<file path="config.mk">
export PLATFORM = sky130hd
export DESIGN_NAME = pre_ctrl
export DESIGN_NICKNAME = d
export VERILOG_FILES = /design/src/design/pre_pkg.sv /design/src/design/pre_ctrl.sv
export SDC_FILE = /design/constraint.sdc
export NUM_CORES = 1
export LEC_CHECK = 0
export ABC_AREA = 1
export BUFFER_PORTS_ARGS = -buffer_cell sky130_fd_sc_hd__clkbuf_2
export CELL_PAD_IN_SITES_DETAIL_PLACEMENT = 1
export CELL_PAD_IN_SITES_GLOBAL_PLACEMENT = 2
export CORE_ASPECT_RATIO = 1.25
export CORE_MARGIN = 2
export CORE_UTILIZATION = 21
export CTS_CLUSTER_DIAMETER = 60
export CTS_CLUSTER_SIZE = 14
export DETAILED_ROUTE_END_ITERATION = 8
export GPL_ROUTABILITY_DRIVEN = 1
export PLACE_DENSITY = 0.83
export SKIP_LAST_GASP = 1
export SYNTH_ARGS = -nofsm -noshare
export SYNTH_HDL_FRONTEND = slang
export SYNTH_SLANG_ARGS = --single-unit
</file>
<file path="constraint.sdc">
create_clock -name clock -period 2.6 [get_ports clock]
set_clock_uncertainty 0.1 [all_clocks]
set_input_delay 0.52 -clock clock [delete_from_list [all_inputs] [get_ports clock]]
set_output_delay 0.52 -clock clock [all_outputs]
set_load 0.005 [all_outputs]
</file>
<file path="src/design/pre_pkg.sv">
// ----------------------------------------------------------------------------
// pre_pkg
// Types, constants and address map of the paged RAM expansion.
// ----------------------------------------------------------------------------
package pre_pkg;

   // Store size; a power of two so that the window index wraps by truncation.
   localparam int MEMORY_KB      = 4096;
   localparam int STORE_BYTES    = MEMORY_KB * 1024;
   localparam int STORE_ADDR_W   = $clog2(STORE_BYTES);
   localparam int WINDOW_INDEX_W = 22;

   localparam logic [15:0] WINDOW_LO = 16'hfe00;
   localparam logic [15:0] WINDOW_HI = 16'hfe7f;
   localparam logic [15:0] REG_BASE  = 16'hfde8;
   localparam logic [15:0] REG_LAST  = 16'hfdea;
   localparam logic [15:0] STATUS_LO = 16'hfd90;
   localparam logic [15:0] STATUS_HI = 16'hfd97;

   localparam logic [5:0] PAGE_MASK         = 6'd63;
   localparam logic [3:0] BLOCK_COUNT_RESET = 4'd8;
   localparam logic [3:0] BLOCK_COUNT_FULL  = 4'd8;
   localparam logic [1:0] RESET_CLEAR_COUNT = 2'd3;

   localparam int CSR_ADDR_W = 3;
   localparam int CSR_DATA_W = 32;

   typedef enum logic {
      CSR_BLOCK_COUNT_LOG2 = 1'b0
   } csr_index_type;

   typedef enum logic [1:0] {
      SEL_PAGE  = 2'd0,
      SEL_BLOCK = 2'd1,
      SEL_HALF  = 2'd2
   } sel_reg_type;

   localparam logic OP_READ  = 1'b0;
   localparam logic OP_WRITE = 1'b1;

   typedef struct packed {
      logic        opcode;
      logic [15:0] address;
      logic [7:0]  write_data;
      logic        reset_asserted;
      logic        bus_available;
   } req_item_type;

   typedef struct packed {
      logic                    read_en;
      logic                    write_en;
      logic [STORE_ADDR_W-1:0] addr;
      logic [7:0]              wdata;
   } store_req_type;

   typedef struct packed {
      logic       drive_bus;
      logic       from_store;
      logic [7:0] reg_data;
   } result_info_type;

endpackage

</file>
<file path="src/design/pre_ctrl.sv">
// ----------------------------------------------------------------------------
// pre_ctrl
// Address decode, select registers, host reset counter and the
// configuration register. Issues store accesses for window transfers.
// ----------------------------------------------------------------------------
module pre_ctrl (
   input  logic                               clock,
   input  logic                               reset,
   input  logic                               accept,
   input  pre_pkg::req_item_type              item,
   input  logic                               psel,
   input  logic                               penable,
   input  logic                               pwrite,
   input  logic [pre_pkg::CSR_ADDR_W-1:0]     paddr,
   input  logic [pre_pkg::CSR_DATA_W-1:0]     pwdata,
   output logic [pre_pkg::CSR_DATA_W-1:0]     prdata,
   output pre_pkg::store_req_type             store_req,
   output pre_pkg::result_info_type           info
);

   logic [5:0] page_ff, page_in;
   logic [7:0] block_ff, block_in;
   logic       half_ff, half_in;
   logic [1:0] count_ff, count_in;
   logic [3:0] block_count_ff, block_count_in;

   logic                                  in_window;
   logic                                  in_regs;
   logic                                  in_status;
   logic [1:0]                            reg_offset;
   pre_pkg::sel_reg_type                  reg_sel;
   logic [7:0]                            block_mask;
   logic [pre_pkg::WINDOW_INDEX_W-1:0]    window_index;
   logic                                  csr_write;
   logic                                  csr_hit;

   assign in_window  = (item.address >= pre_pkg::WINDOW_LO) &&
                       (item.address <= pre_pkg::WINDOW_HI);
   assign in_regs    = (item.address >= pre_pkg::REG_BASE) &&
                       (item.address <= pre_pkg::REG_LAST);
   assign in_status  = (item.opcode == pre_pkg::OP_READ) && item.bus_available &&
                       (item.address >= pre_pkg::STATUS_LO) &&
                       (item.address <= pre_pkg::STATUS_HI);
   assign reg_offset = 2'(item.address - pre_pkg::REG_BASE);
   assign reg_sel    = pre_pkg::sel_reg_type'(reg_offset);

   assign block_mask = (block_count_ff >= pre_pkg::BLOCK_COUNT_FULL) ? 8'hff :
                       8'((9'd1 << block_count_ff) - 9'd1);

   assign window_index = {block_ff, page_ff, half_ff, item.address[6:0]};

   assign csr_hit   = (paddr[2] == pre_pkg::CSR_BLOCK_COUNT_LOG2);
   assign csr_write = psel && penable && pwrite;
   assign prdata    = csr_hit ? {28'd0, block_count_ff} : '0;

   always_comb begin
      store_req.read_en  = accept && in_window && (item.opcode == pre_pkg::OP_READ);
      store_req.write_en = accept && in_window && (item.opcode == pre_pkg::OP_WRITE);
      store_req.addr     = window_index[pre_pkg::STORE_ADDR_W-1:0];
      store_req.wdata    = item.write_data;
   end

   always_comb begin
      info.drive_bus  = 1'b0;
      info.from_store = 1'b0;
      info.reg_data   = 8'd0;
      if (in_window) begin
         info.drive_bus  = (item.opcode == pre_pkg::OP_READ);
         info.from_store = (item.opcode == pre_pkg::OP_READ);
      end else if (in_regs) begin
         if (item.opcode == pre_pkg::OP_READ) begin
            info.drive_bus = 1'b1;
            unique case (reg_sel)
               pre_pkg::SEL_PAGE:  info.reg_data = {2'd0, page_ff};
               pre_pkg::SEL_BLOCK: info.reg_data = block_ff;
               pre_pkg::SEL_HALF:  info.reg_data = {half_ff, 7'd0};
               default:            info.reg_data = 8'd0;
            endcase
         end
      end else if (in_status) begin
         info.drive_bus = 1'b1;
         info.reg_data  = 8'(item.address - pre_pkg::STATUS_LO) + 8'd1;
      end
   end

   always_comb begin
      page_in        = page_ff;
      block_in       = block_ff;
      half_in        = half_ff;
      count_in       = count_ff;
      block_count_in = block_count_ff;
      if (csr_write && csr_hit) begin
         block_count_in = pwdata[3:0];
      end
      if (accept) begin
         if (in_regs && !in_window && (item.opcode == pre_pkg::OP_WRITE)) begin
            unique case (reg_sel)
               pre_pkg::SEL_PAGE:  page_in  = item.write_data[5:0] & pre_pkg::PAGE_MASK;
               pre_pkg::SEL_BLOCK: block_in = item.write_data & block_mask;
               pre_pkg::SEL_HALF:  half_in  = item.write_data[7];
               default:            page_in  = page_ff;
            endcase
         end
         if (item.reset_asserted) begin
            if (count_ff == pre_pkg::RESET_CLEAR_COUNT) begin
               count_in = 2'd0;
               page_in  = 6'd0;
               block_in = 8'd0;
               half_in  = 1'b0;
            end else begin
               count_in = count_ff + 2'd1;
            end
         end
      end
   end

   always_ff @(posedge clock) begin
      if (reset) begin
         page_ff        <= 6'd0;
         block_ff       <= 8'd0;
         half_ff        <= 1'b0;
         count_ff       <= 2'd0;
         block_count_ff <= pre_pkg::BLOCK_COUNT_RESET;
      end else begin
         page_ff        <= page_in;
         block_ff       <= block_in;
         half_ff        <= half_in;
         count_ff       <= count_in;
         block_count_ff <= block_count_in;
      end
   end

endmodule

</file>
Word level (Yosys, flattened, before mapping):

Cells that the tools add are included.

* output and inout port bits: 74
* bits of input ports: 68
* register bits: 21

* shifts and indexed selects: 1
* eq/ne operators: 3
* magnitude comparators: 7
* bitwise gates (word level): 3
* reductions and logical operators: 16
* add/subtract/negate cells: 5
* muxes and demuxes: 25

Operators with widths (number)
* $mux W8: 9
* $ge A16 B16 Y1 const B: 3
* $le A16 B16 Y1 const B: 3
* $mux W6: 4
* $pmux W8 S3: 1
* $logic_and A1 B1 Y1: 13
* $mux W1: 9
* $add A8 B1 Y8 const B: 1
* $and A8 B8 Y8: 1
* $shl A1 B4 Y8 const A: 1
* $sub A8 B1 Y8 const B: 1
* $sub A8 B8 Y8 const B: 1
* $eq A2 B2 Y1 const B: 2
* $ge A4 B4 Y1 const B: 1
* $mux W4: 1
* $add A2 B1 Y2 const B: 1
* $eq A2 B1 Y1 const B: 1
* $logic_not A2 Y1: 1
* $mux W2: 1
* $not A1 Y1: 2
* $reduce_and A2 Y1: 1
* $sub A2 B1 Y2 const B: 1
* $logic_not A1 Y1: 1

Logic depth before layout (Yosys ltp):

* depth after elaboration: 8
* gate-level depth with buffers: 10
* mapped depth without buffers: 10

Worst setup path before layout:

Ideal clock, no wire load.

* path type: in2out
* start: in item[10] in the netlist's numbering
* end: out info[2] in the netlist's numbering
* data required time: 1.980 ns
* buffers on the path: 1
* setup slack: 0.597 ns
* arrival: 1.383 ns
* cell stages on the path: 7
* cells stage by stage: inv_1 ha_1 clkbuf_1 inv_1 o21ai_0 nand2_1 o21ai_1

RTL lines
* start: declaration: line pre_ctrl.sv:10 `input pre_pkg::req_item_type item,`
* end: declaration: line pre_ctrl.sv:18 `output pre_pkg::result_info_type info`

==> flow_summary_export.csv <==
group,metric,value,unit
placement,hpwl,5520,microns
cts,cts_buffers,3,
route,dr.first_iter.drc_count,38,
cts,clkSinkCount,21,
yosys,synth_cells,326,
global_routing,antenna_found_initial,0,
yosys,yosysSeqAreaShare,0.201,
setup_path,rr_startpoint,"block_count_ff[3]$_SDFFE_PP1P_",
power,p_per_area,330,nW/um^2
final_layout,num-fill-cells,1272,
floorplanning,floorplan.initialDensity,0.217,
route,vias,2202,
sta,finalSetupTns,0,ps
route,postRouteAntennaNets,0,
power,max-vdd-ir-drop,0.000205,V
yosys,yosysTopAreaCell,"dfxtp_1",
yosys,synth.top_cell.area_share,0.201,
global_routing,grt_pass1_vias,2235,
floorplanning,dieArea,10800,sq um
cts,cts_tree,"done",
yosys,async_flop_share,0,
yosys,ys_seq_elements,21,
worst_hold_path,hold_path_class,"flop to flop",
setup_path,cp_max_fo,7,
yosys,synthTopCellsByArea,"dfxtp_1 (20%), buf_4 (16%), nand2_1 (13%), inv_1 (7.2%), nand3_1 (6.2%)",
power,leakage,1.27,nW
sta,hold_viol_final,0,
route,wirelength,6620,microns
status,status,"finished, final reports clean",
yosys,yosysMostFrequentCell,"nand2_1",
floorplanning,die_w,93.3,microns
yosys,syn_area_per_cell,6.42,sq um
setup_path,cp-start-kind,"input pin",
route,drc,0,
placement,postPlaceCellArea,2430,sq um
yosys,netlist_top_cells_count,"nand2_1 (71), buf_4 (45), inv_1 (40)",
setup_path,rr_endpoint,"block_ff[4]$_SDFFE_PP0P_",
sta,setup_viol,0,
worst_hold_path,holdPathStages,2,
sta,period_needed,2340,ps
final_layout,area_delta_synth_final,19.7,%
sta,worst_pin_slew,576,ps
yosys,yosysWarnings,0,
sta,rsz0062_at_grt,"no",
route,viasPerCell,4.24,
yosys,synth-edff-count,0,
setup_path,arrival,1720,ps
sta,period_share,0.901,
sta,fmax,427,MHz
floorplanning,die_y,116,microns
global_routing,grt_pass1_wl,10600,microns
placement,place.gp.congestion,0.787,
floorplanning,ios,142,
worst_hold_path,hold_start,"count_ff[1]$_SDFFE_PP0P_",
global_routing,grt-ovfl-total,0,
yosys,synth_area,2090,sq um
yosys,synth_flop_cell,"dfxtp_1",
sta,finalMaxSlewViolations,0,
cts,path_clk_slew,60,ps
final_layout,drive_above_1_share,0.288,
worst_hold_path,holdPathEnd,"count_ff[1]$_SDFFE_PP0P_",
final_layout,finalNonFillerCells,519,
power,p_total,0.000826,W
cts,clock_latency,260,ps
setup_path,rr_worst_depth,9,
placement,dp.cells,515,
global_routing,grt_max_degree,17,
setup_path,worst_ep_required_time,1980,ps
floorplanning,num_rows,40,
cts,holdBufCountCts,0,
route,wl_per_cell,12.7,microns
sta,slew_headroom,0.616,
global_routing,track_usage,0.124,
final_layout,fin_nets,469,
run,drv_cap,0,
final_layout,fin_area,2510,sq um
cts,cts-root-buf,"clkbuf_16",
cts,post_cts_buffers,0,
yosys,yosysUniqueCellTypes,38,
floorplanning,core,9660,sq um
setup_path,rrSetupSlack,860,ps
setup_path,crit_type,"input pin to output port",
route,dr.pass1.iters,4,
cts,cts-resized-gates,0,
cts,cts.path.max_buffers,2,
cts,htreeDepth,1,
placement,placement.io_buffers,83,
setup_path,end_kind,"output port",
final_layout,insertedDiodeCount,0,
-- layout by cell type, fill, tap and decap left out, drive strengths merged, types with 15 or more instances in the layout --
cell type  netlist  layout
clkbuf           3      87
nand2           73      73
inv             45      45
nor2            30      30
nand3           29      29
conb             1      28
a21oi           24      24
dfxtp           21      21
nand4           15      15
o21ai           15      15
-- how the worst max path moves through the flow --
stage / end / start
global placement: info[0] / item[15]
detailed placement: info[0] / item[15]
CTS: info[7] / item[10]
global route: info[0] / item[15]
finish: info[7] / item[10]
floorplan: info[2] / item[10]
-- final cells by class --
| type | count | area [sq um] | area share |
|---|---|---|---|
| multi-input cells | 235 | 1230 | 0.492 |
| well taps | 126 | 158 | 0.0629 |
| repair buffers | 87 | 445 | 0.178 |
| clock buffers | 4 | 78.8 | 0.0314 |
| flip-flops and latches | 21 | 420 | 0.168 |
| inverters | 46 | 173 | 0.0689 |
-- report_power, final --
group	total [W]	switching [W]	internal [W]	leakage (nW)
Combinational	0.000161	0.000105	0.0000556	1.07
Sequential	0.000329	0.00000395	0.000326	0.170
Clock	0.000336	0.000127	0.000209	0.0382
Total	0.000826	0.000236	0.000591	1.27
-- layer usage --
metal	up-vias	wire length [microns]	GRT usage
li1	1116	-	-
met1	1002	2790	0.146
met2	79	3320	0.232
met3	5	443	0.0208
met4	0	59	0.0294
met5	-	0	0
-- critical path, cell delays in order --
cell      delay, ps
clkbuf_2        140
nand2_1         170
nand4_4         150
nor2_8          130
nand2_2          70
nor2_4          190
nand2_2         100
o21ai_2         120
clkbuf_2        120
-- cells by family (layout without fill, tap and decap cells) --
logic type	after synthesis	after routing	synth area share
adder cells (fa/ha/maj)	7	7	0.0418
AO/OA/AOI/OAI	45	45	0.124
buffers and inverters	97	137	0.259
XOR/XNOR	2	2	0.00836
other	1	28	0.00179
flip-flops	21	21	0.201
AND/OR/NAND/NOR	153	153	0.364
-- state kept, by name, indices dropped and copies added, names as in the netlist --
name,flops
half_ff,1
block_ff,8
page_ff,6
count_ff,2
block_count_ff,4
-- through the flow --
stage	setup WS, ps	utilization	hold slack, ps
floorplan	597	-	337
global placement	228	0.251	351
detailed placement	218	0.251	370
CTS	220	0.260	379
global route	63.9	0.260	400
finish	257	0.260	374
No activity file was read; power rests on OpenSTA's default activity.
