**src/design/pre_pkg.sv**
```systemverilog
// ----------------------------------------------------------------------------
// pre_pkg
// Types, constants and address map of the paged RAM expansion.
// ----------------------------------------------------------------------------
package pre_pkg;

   // Store size; a power of two so that the window index wraps by truncation.
   localparam int MEMORY_KB      = 4096;
   localparam int STORE_BYTES    = MEMORY_KB * 1024;
   localparam int STORE_ADDR_W   = $clog2(STORE_BYTES);
   localparam int WINDOW_INDEX_W = 22;

   localparam logic [15:0] WINDOW_LO = 16'hfe00;
   localparam logic [15:0] WINDOW_HI = 16'hfe7f;
   localparam logic [15:0] REG_BASE  = 16'hfde8;
   localparam logic [15:0] REG_LAST  = 16'hfdea;
   localparam logic [15:0] STATUS_LO = 16'hfd90;
   localparam logic [15:0] STATUS_HI = 16'hfd97;

   localparam logic [5:0] PAGE_MASK         = 6'd63;
   localparam logic [3:0] BLOCK_COUNT_RESET = 4'd8;
   localparam logic [3:0] BLOCK_COUNT_FULL  = 4'd8;
   localparam logic [1:0] RESET_CLEAR_COUNT = 2'd3;

   localparam int CSR_ADDR_W = 3;
   localparam int CSR_DATA_W = 32;

   typedef enum logic {
      CSR_BLOCK_COUNT_LOG2 = 1'b0
   } csr_index_type;

   typedef enum logic [1:0] {
      SEL_PAGE  = 2'd0,
      SEL_BLOCK = 2'd1,
      SEL_HALF  = 2'd2
   } sel_reg_type;

   localparam logic OP_READ  = 1'b0;
   localparam logic OP_WRITE = 1'b1;

   typedef struct packed {
      logic        opcode;
      logic [15:0] address;
      logic [7:0]  write_data;
      logic        reset_asserted;
      logic        bus_available;
   } req_item_type;

   typedef struct packed {
      logic                    read_en;
      logic                    write_en;
      logic [STORE_ADDR_W-1:0] addr;
      logic [7:0]              wdata;
   } store_req_type;

   typedef struct packed {
      logic       drive_bus;
      logic       from_store;
      logic [7:0] reg_data;
   } result_info_type;

endpackage

```
**src/design/pre_out.sv**
```systemverilog
// ----------------------------------------------------------------------------
// pre_out
// Result path: a stage that waits for the store read data, then the
// output register that holds a transfer until the receiver takes it.
// ----------------------------------------------------------------------------
module pre_out (
   input  logic                     clock,
   input  logic                     reset,
   input  logic                     accept,
   input  pre_pkg::result_info_type info,
   input  logic [7:0]               store_rdata,
   input  logic                     rsp_ready,
   output logic                     rsp_valid,
   output logic                     rsp_drive_bus,
   output logic [7:0]               rsp_read_data,
   output logic                     in_ready
);

   logic                     s1_valid_ff, s1_valid_in;
   pre_pkg::result_info_type s1_info_ff;
   logic                     out_valid_ff, out_valid_in;
   logic                     out_drive_ff;
   logic [7:0]               out_data_ff;
   logic                     move;

   assign move     = s1_valid_ff && (!out_valid_ff || rsp_ready);
   assign in_ready = !s1_valid_ff || move;

   always_comb begin
      s1_valid_in = s1_valid_ff;
      if (accept) begin
         s1_valid_in = 1'b1;
      end else if (move) begin
         s1_valid_in = 1'b0;
      end
      out_valid_in = out_valid_ff;
      if (move) begin
         out_valid_in = 1'b1;
      end else if (rsp_ready) begin
         out_valid_in = 1'b0;
      end
   end

   always_ff @(posedge clock) begin
      if (reset) begin
         s1_valid_ff  <= 1'b0;
         out_valid_ff <= 1'b0;
      end else begin
         s1_valid_ff  <= s1_valid_in;
         out_valid_ff <= out_valid_in;
      end
   end

   always_ff @(posedge clock) begin
      if (accept) begin
         s1_info_ff <= info;
      end
      if (move) begin
         out_drive_ff <= s1_info_ff.drive_bus;
         out_data_ff  <= s1_info_ff.from_store ? store_rdata : s1_info_ff.reg_data;
      end
   end

   assign rsp_valid     = out_valid_ff;
   assign rsp_drive_bus = out_drive_ff;
   assign rsp_read_data = out_data_ff;

endmodule

```
**config.mk**
```make
export PLATFORM = sky130hd
export DESIGN_NAME = pre_out
export DESIGN_NICKNAME = d
export VERILOG_FILES = /design/src/design/pre_pkg.sv /design/src/design/pre_out.sv
export SDC_FILE = /design/constraint.sdc
export NUM_CORES = 1
export LEC_CHECK = 0
export BUFFER_PORTS_ARGS = -buffer_cell sky130_fd_sc_hd__clkbuf_2
export CORE_MARGIN = 2
export CORE_UTILIZATION = 48
export CTS_BUF_LIST = sky130_fd_sc_hd__clkbuf_2 sky130_fd_sc_hd__clkbuf_4 sky130_fd_sc_hd__clkbuf_8
export DETAILED_ROUTE_END_ITERATION = 8
export PLACE_DENSITY = 0.8
export SYNTH_ARGS = -nofsm -noshare
export SYNTH_HDL_FRONTEND = slang
export SYNTH_SLANG_ARGS = --single-unit
```
**constraint.sdc**
```tcl
create_clock -name clock -period 1.5 [get_ports clock]
set_input_delay 0.3 -clock clock [delete_from_list [all_inputs] [get_ports clock]]
set_output_delay 0.3 -clock clock [all_outputs]
set_load 0.05 [all_outputs]
```
# Word level (Yosys, flattened, before mapping)
# Cells that the tools add are included.
[totals] mem_bits_ro=0 wordCells=19 latch_bits=0 ff_bits=21 ram_bits=0 mem_count=0 in_bits=22
[classes] div=0 reduce_logical=7 eq_ne=0 multipliers=0 mux=5 magnitude_cmp=0 n_addsub=0 shift=0 n_bitwise=0
[ops] op="8-bit two-way mux" n=1
[ops] op="1-bit two-way mux" n=4
[ops] op="2-bit nonzero test" n=2
[ops] op="1-bit logical NOT" n=2
[ops] op="1-bit logical OR" n=2
[ops] op="1-bit logical AND" n=1

# Logic depth before layout (Yosys ltp)
# Gate-level depths: netlist (run 1).
[logic_depth] depth_word=5 mapped_depth=2

# Worst setup path before layout (run 1)
# OpenSTA, ideal clock, no wires.
[synth_timing] kind="flip-flop to flip-flop" start="register out_valid_ff, in the netlist rsp_valid" end="register s1_valid_ff" setup_slack_ns=0.015 setup_ns=0.079 stages_incl_launch_ff=3 required_time_ns=1.421 t_arrival_ns=1.405 n_path_buf=0 cell_sequence="dfxtp_1 > nand3b_1 > a21oi_1"
[synth_between] elab_chain_len=4
[synth_lines] element="start: declaration" line="pre_out.sv:21" text="logic out_valid_ff, out_valid_in;"
[synth_lines] element="start signal: assignment" line="pre_out.sv:50" text="out_valid_ff <= out_valid_in;"
[synth_lines] element="1-bit logical NOT" line="pre_out.sv:26" text="assign move = s1_valid_ff && (!out_valid_ff || rsp_ready);"
[synth_lines] element="1-bit logical OR" line="pre_out.sv:26"
[synth_lines] element="1-bit logical AND" line="pre_out.sv:26"
[synth_lines] element="2-bit nonzero test (no source line)"
[synth_lines] element="end signal: assignment" line="pre_out.sv:49" text="s1_valid_ff <= s1_valid_in;"
[synth_lines] element="end: declaration" line="pre_out.sv:19" text="logic s1_valid_ff, s1_valid_in;"
# No other way between the ends.
# A chain may end at the register's enable or synchronous reset.

# Worst setup path after layout (run 1)
[layout_timing] start="register out_valid_ff, in the netlist rsp_valid" end="output in_ready"
[layout_between] elab_chain_len=4
[layout_lines] element="1-bit logical NOT" line="pre_out.sv:26"
[layout_lines] element="1-bit logical OR" line="pre_out.sv:26"
[layout_lines] element="1-bit logical AND" line="pre_out.sv:26"
[layout_lines] element="1-bit logical OR" line="pre_out.sv:27" text="assign in_ready = !s1_valid_ff || move;"
[layout_lines] element="end: declaration" line="pre_out.sv:16" text="output logic in_ready"
# No other way between the ends.

==> results of run 1 <==
## synth_stat cells
cell type and count:
dfxtp_1 2, and2_1 1, nand2b_1 1, buf_6 1, nand3b_1 1, a21oi_1 2
edfxtp_1 19, mux2_4 8, inv_1 2
## through the flow
| stage | cell area [µm²] | utilization [%] |
|---|---|---|
| finish | 976 | 64.8 |
| global route | 976 | 64.8 |
| CTS | 976 | 64.8 |
| detailed placement | 948 | 63.0 |
| global placement | 948 | 63.0 |
| floorplan | 779 | - |
## cell families (layout without fill, tap and decap cells)
logic type	Yosys count	after routing	share of synthesized area, %
AO/OA/AOI/OAI	2	2	1.28
AND/OR/NAND/NOR	3	3	2.57
multiplexers	8	8	15.4
flip-flops	21	21	78.3
buffers and inverters	3	38	2.41
## worst max-delay path, stage by stage (launching register included)
cell and delay, ns:
dfxtp_1 0.34, nand3b_1 0.12, clkbuf_2 0.29
## registers in the layout, indices dropped and copies added, names as in the netlist
name / flops
s1_info_ff: 10
rsp_read_data: 8
rsp_drive_bus: 1
rsp_valid: 1
s1_valid_ff: 1
## routing by layer
metal	vias to the layer above	wire, µm	part of all wire, %
met2	21	569	54
met5	-	0	0
met3	4	95	9.1
met4	0	20	1.9
li1	209	-	-
met1	178	360	34
## final cells by class
cell class | count | area (µm²)
multi-input cells | 13 | 150
flip-flops and latches | 21 | 611
clock buffers | 3 | 22.5
inverters | 2 | 7.51
clock inverters | 1 | 5.00
fillers | 122 | 531
repair buffers | 32 | 160
well taps | 16 | 20.0
## layout by cell type, fill, tap and decap left out
| cell | instances |
|---|---|
| clkbuf_2 | 32 |
| clkbuf_4 | 3 |
| nand2b_1 | 1 |
| a21oi_1 | 2 |
| inv_1 | 2 |
| edfxtp_1 | 19 |
| mux2_4 | 8 |
| nand3b_1 | 1 |
| dfxtp_1 | 2 |
| and2_1 | 1 |
| clkinv_2 | 1 |
## power by group
group          switching (mW)  internal [mW]
logic                  0.0838         0.0658
registers              0.0182          0.685
clock network           0.162         0.0995
total                   0.264          0.850
## worst paths after layout
| path | startpoint | to | slack (ns) | cells past startpoint |
|---|---|---|---|---|
| max | rsp_valid | in_ready | 0.14 | 2 |
| min reg2reg | s1_info_ff[9] | rsp_drive_bus | 0.44 | 0 |
| max reg2reg | s1_info_ff[8] | rsp_read_data[2] | 0.29 | 1 |
| min | reset | s1_valid_ff | 0.15 | 2 |
==> results.md, run 1 <==
- Status: finished clean
- Die ar.: 1960 µm²
- Slew Limit Fails: 0
- Post-Layout Cell Count: 88
- Worst hold margin: 0.150 ns
- Final period utilization: 90.6%
- Largest cells by area after synthesis: edfxtp_1 (73%), mux2_4 (15%), dfxtp_1 (5.1%)
- H-tree depth: 1
- Die Span Y: 44.3 µm
- Clk_lat worst skew: 0.30 ns
- Final worst setup slack: 0.142 ns
- Pre-CTS WS: 0.280 ns
- Reg clk slew, reported paths: 0.11 ns
- Crit Path Class: reg2out
- Inst Count DP: 84
- P_leak: 0.431 nW
- DR iter-0 viols: 6
- Syn. warnings: 0
- Peak VDD IR: 0.799 mV
- Vias in the first global route: 381
- CP endpoint kind: output pin
- Clk sinks: 21
- Via count: 412
- Design Power: 1.11 mW
- Critical Path RT: 1.20 ns
- Row cnt: 14
- Count of final setup violators: 0
- CTS Hold Bufs: 0
- Fin. Hold Viols: 0
- Crit path launch type: register
- Met1 Use GR: 13.5%
- #FFs+latches synth: 21
- Drt total wl: 1.05 mm
- Synth area leader: edfxtp_1
- IO buf count: 32
- Post-CTS Setup Inserts: 0
- Final min period: 1.36 ns
- Min-delay worst type: in2reg
- Initial Util: 51.7%
- Residual DRC count: 0
- GR met3 Demand/Resource: 3.67%
- Layout area overhead: 25.2%
- Worst-Margin Slew: 0.432 ns
- Final Skew: 0.00553 ns
- Fmax: 736 MHz
- N_diodes: 0
- Proportion of synthesized chip area in sequential cells: 78.3%
- Cells after Synth: 37
- CTS tree: yes
- First-pass GRT wire length: 1.64 mm
- Mean Syn Cell Area: 21.1 µm²
- Share of cells above drive strength 1: 61.1%
- Post_cts resized: 0
- Post-synth top area share: 73.2%
- Unique cell type count in the Yosys netlist: 9
- Initial antenna violation count: 0
- Clock buffer depth: 2
- Setup TNS: 0 ns
- RSZ-0062 raised after global routing: no
- CP max FO: 3
- Layout Nets: 95
- Root buffer selected by CTS: clkbuf_4
- Via density: 4.68
- Met2 usage: 21.5%
- Antenna Violating Nets Remaining: 0
- Drt pass-1 iters: 3
- Normalized max-slew margin: 71.2%
- Worst EP arrival: 1.06 ns
- GRT busiest layer: met2
- Largest net degree at the start of global routing: 13
- DIE WIDTH: 44.3 µm
- Power Density: 1140 nW/µm²
- Routability-driven placement congestion ratio: 0.654
- Max_cap viols: 0
- Io pins: 33
- Synthesized area: 779 µm²
- GR Overflow Total: 0
- Num CTS Buffers: 3
- Syn Nets: 59
- WL per Instance: 11.9 µm
- Total track usage: 12.7%
- Core Area: 1510 µm²
No activity file was read; power rests on OpenSTA's default activity.
==> inputs of run 2 (changes only) <==
--- a/config.mk
+++ b/config.mk
@@ -7,10 +7,11 @@
 export LEC_CHECK = 0
 export BUFFER_PORTS_ARGS = -buffer_cell sky130_fd_sc_hd__clkbuf_2
 export CORE_MARGIN = 2
-export CORE_UTILIZATION = 48
+export CORE_UTILIZATION = 51
 export CTS_BUF_LIST = sky130_fd_sc_hd__clkbuf_2 sky130_fd_sc_hd__clkbuf_4 sky130_fd_sc_hd__clkbuf_8
+export CTS_CLUSTER_DIAMETER = 200
 export DETAILED_ROUTE_END_ITERATION = 8
-export PLACE_DENSITY = 0.8
+export PLACE_DENSITY = 0.85
 export SYNTH_ARGS = -nofsm -noshare
 export SYNTH_HDL_FRONTEND = slang
 export SYNTH_SLANG_ARGS = --single-unit
==> constraint.sdc (replaced) <==
create_clock -name clock -period 1.7 [get_ports clock]
set_input_delay 0.34 -clock clock [delete_from_list [all_inputs] [get_ports clock]]
set_output_delay 0.34 -clock clock [all_outputs]
set_load 0.05 [all_outputs]
==> run 2 against run 1 <==
Effect of this change: register-to-register slack improved by 0.18 ns; final area increased by 0.26%; first-iteration DRC count decreased by 67%; clock-buffer cell count increased by 1; critical path type unchanged.
==> results.md, run 2 (synthesized netlist as in run 1, its figures left out) <==
- H-tree depth: 1 (unchanged)
- Fin. Hold Viols: 0 (unchanged)
- Most frequent cells in the layout: clkbuf_2 (32), edfxtp_1 (19), mux2_4 (8) (unchanged)
- Peak VDD IR: 0.580 mV (was 0.799 mV)
- Crit path launch type: register (unchanged)
- Via density: 4.69 (was 4.68)
- Hold Path Depth: 2 (unchanged)
- Clk sinks: 21 (unchanged)
- Hold_sp: reset (unchanged)
- Via count: 413 (was 412)
- Switching part of the total: 22.7% (was 23.7%)
- Post-CTS Setup Inserts: 0 (unchanged)
- Placed Area: 948 µm² (unchanged)
- Filler cells: 118 (was 122)
- Top reg by flops: s1_info_ff (unchanged)
- Reg2Reg Depth: 1 (unchanged)
- Reg area: 611 µm² (unchanged)
- DR iter-0 viols: 2 (was 6)
- Count of final setup violators: 0 (unchanged)
- Routability-driven placement congestion ratio: 0.657 (was 0.654)
- Layout Nets: 95 (unchanged)
- Max FFs per register: 10 (unchanged)
- Core Area: 1470 µm² (was 1510 µm²)
- Clock buffer depth: 2 (unchanged)
- CTS tree: yes (unchanged)
- Logic pwr share: 13.2% (was 13.4%)
- Status: finished clean (unchanged)
- Row cnt: 14 (unchanged)
- Design area: 978 µm² (was 976 µm²)
- Reg power frac: 62.4% (was 63.1%)
- Post-Layout Cell Count: 88 (unchanged)
- CTS Hold Bufs: 0 (unchanged)
- Worst-Margin Slew: 0.463 ns (was 0.432 ns)
- Max_cap viols: 0 (unchanged)
- Root buffer selected by CTS: clkbuf_4 (unchanged)
- CP max FO: 3 (unchanged)
- Worst stage delay on the critical path: 0.34 ns (about the same)
- Reg2reg start: s1_info_ff[8] (unchanged)
- Clk_lat worst skew: 0.30 ns (about the same)
- Layout area overhead: 25.5% (was 25.2%)
- Num CTS Buffers: 3 (unchanged)
- Largest net degree at the start of global routing: 12 (was 13)
- Worst EP arrival: 1.05 ns (was 1.06 ns)
- Slew Limit Fails: 0 (unchanged)
- DIE WIDTH: 43.1 µm (was 44.3 µm)
- Vias in the first global route: 384 (was 381)
- Normalized max-slew margin: 69.1% (was 71.2%)
- Multi-input logic area: 150 µm² (unchanged)
- Final Skew: 0.00875 ns (was 0.00553 ns)
- Final min period: 1.39 ns
- Post_cts resized: 0 (unchanged)
- CP endpoint kind: output pin (unchanged)
- Drt pass-1 iters: 4 (was 3)
- Drt total wl: 1.03 mm (was 1.05 mm)
- Residual DRC count: 0 (unchanged)
- P_leak: 0.432 nW (was 0.431 nW)
- P_int: 0.770 mW (was 0.850 mW)
- Die ar.: 1860 µm² (was 1960 µm²)
- Antenna Violating Nets Remaining: 0 (unchanged)
- First-pass GRT wire length: 1.63 mm (was 1.64 mm)
- Initial Util: 53.0% (was 51.7%)
- IO buf count: 32 (unchanged)
- CP Launch Point: rsp_valid (unchanged)
- GR Overflow Total: 0 (unchanged)
- N_diodes: 0 (unchanged)
- Power Density: 1020 nW/µm² (was 1140 nW/µm²)
- WL per Instance: 11.6 µm (was 11.9 µm)
- Final period utilization: 81.6%
- CP max-delay cell: dfxtp_1 (unchanged)
- Setup TNS: 0 ns (unchanged)
- Fmax: 721 MHz
- Die Span Y: 43.1 µm (was 44.3 µm)
- Reg clk slew, reported paths: 0.11 ns (about the same)
- Total track usage: 12.9% (was 12.7%)
- Min-delay worst type: in2reg (unchanged)
- Buffers plus inverters on the worst setup path: 1 (unchanged)
- Most common cell after layout, fill and taps aside: clkbuf_2 (unchanged)
- Share of cells above drive strength 1: 61.1% (unchanged)
- Core Util, Final: 66.5% (was 64.8%)
- CP top delay family: flip-flops (unchanged)
- Inst Count DP: 84 (unchanged)
- Crit Path Class: reg2out (unchanged)
- RSZ-0062 raised after global routing: no (unchanged)
- Clock share of power: 24.4% (was 23.5%)
- Worst hold margin: 0.199 ns (was 0.150 ns)
- Critical Path RT: 1.36 ns (was 1.20 ns)
- Path length in cells of the critical path: 2 (unchanged)
- R2R setup slack: 0.47 ns (was 0.29 ns)
- Initial antenna violation count: 0 (unchanged)
- Cell breakdown of the critical path: nand3b_1 -> clkbuf_2 (unchanged)
- P_sw: 0.226 mW (was 0.264 mW)
- Io pins: 33 (unchanged)
-- run 2: routing by layer --
| layer | share of wire [%] | vias to the layer above | global-route usage (%) | wire length [µm] |
|---|---|---|---|---|
| li1 | - | 209 | - | - |
| met1 | 39 | 179 | 13.9 | 401 |
| met2 | 50 | 21 | 20.9 | 509 |
| met3 | 8.7 | 4 | 4.26 | 89 |
| met4 | 2.2 | 0 | 9.09 | 23 |
| met5 | 0 | - | 0 | 0 |
-- run 2: power by group through the flow --
| stage | Combinational, mW | Clock [mW] | Sequential, mW |
|---|---|---|---|
| after floorplan | 0.0510 | 0 | 0.672 |
| after global placement | 0.130 | 0 | 0.631 |
| after detailed placement | 0.132 | 0 | 0.633 |
| after CTS | 0.133 | 0.250 | 0.622 |
| after global routing | 0.140 | 0.272 | 0.625 |
| final | 0.132 | 0.243 | 0.622 |
-- run 2: final timing paths --
| path | to |
|---|---|
| setup / recovery | in_ready |
| hold / removal | s1_valid_ff |
| setup reg to reg | rsp_read_data[1] |
| hold reg to reg | rsp_drive_bus |
-- run 2: final cells by class --
cell class	count	area share, %
tap	16	2.05
multi-input combinational	13	15.3
sequential	21	62.4
inverter	2	0.767
timing repair buffer	32	16.4
clock buffer	4	3.07
-- run 2: metrics by stage --
step / setup WS (ns) / total power [mW]
2_1_floorplan: 0.215 / 0.723
3_3_place_gp: 0.506 / 0.761
3_5_place_dp: 0.445 / 0.766
4_1_cts: 0.313 / 1.01
5_1_grt: 0.261 / 1.04
6_report: 0.313 / 0.996
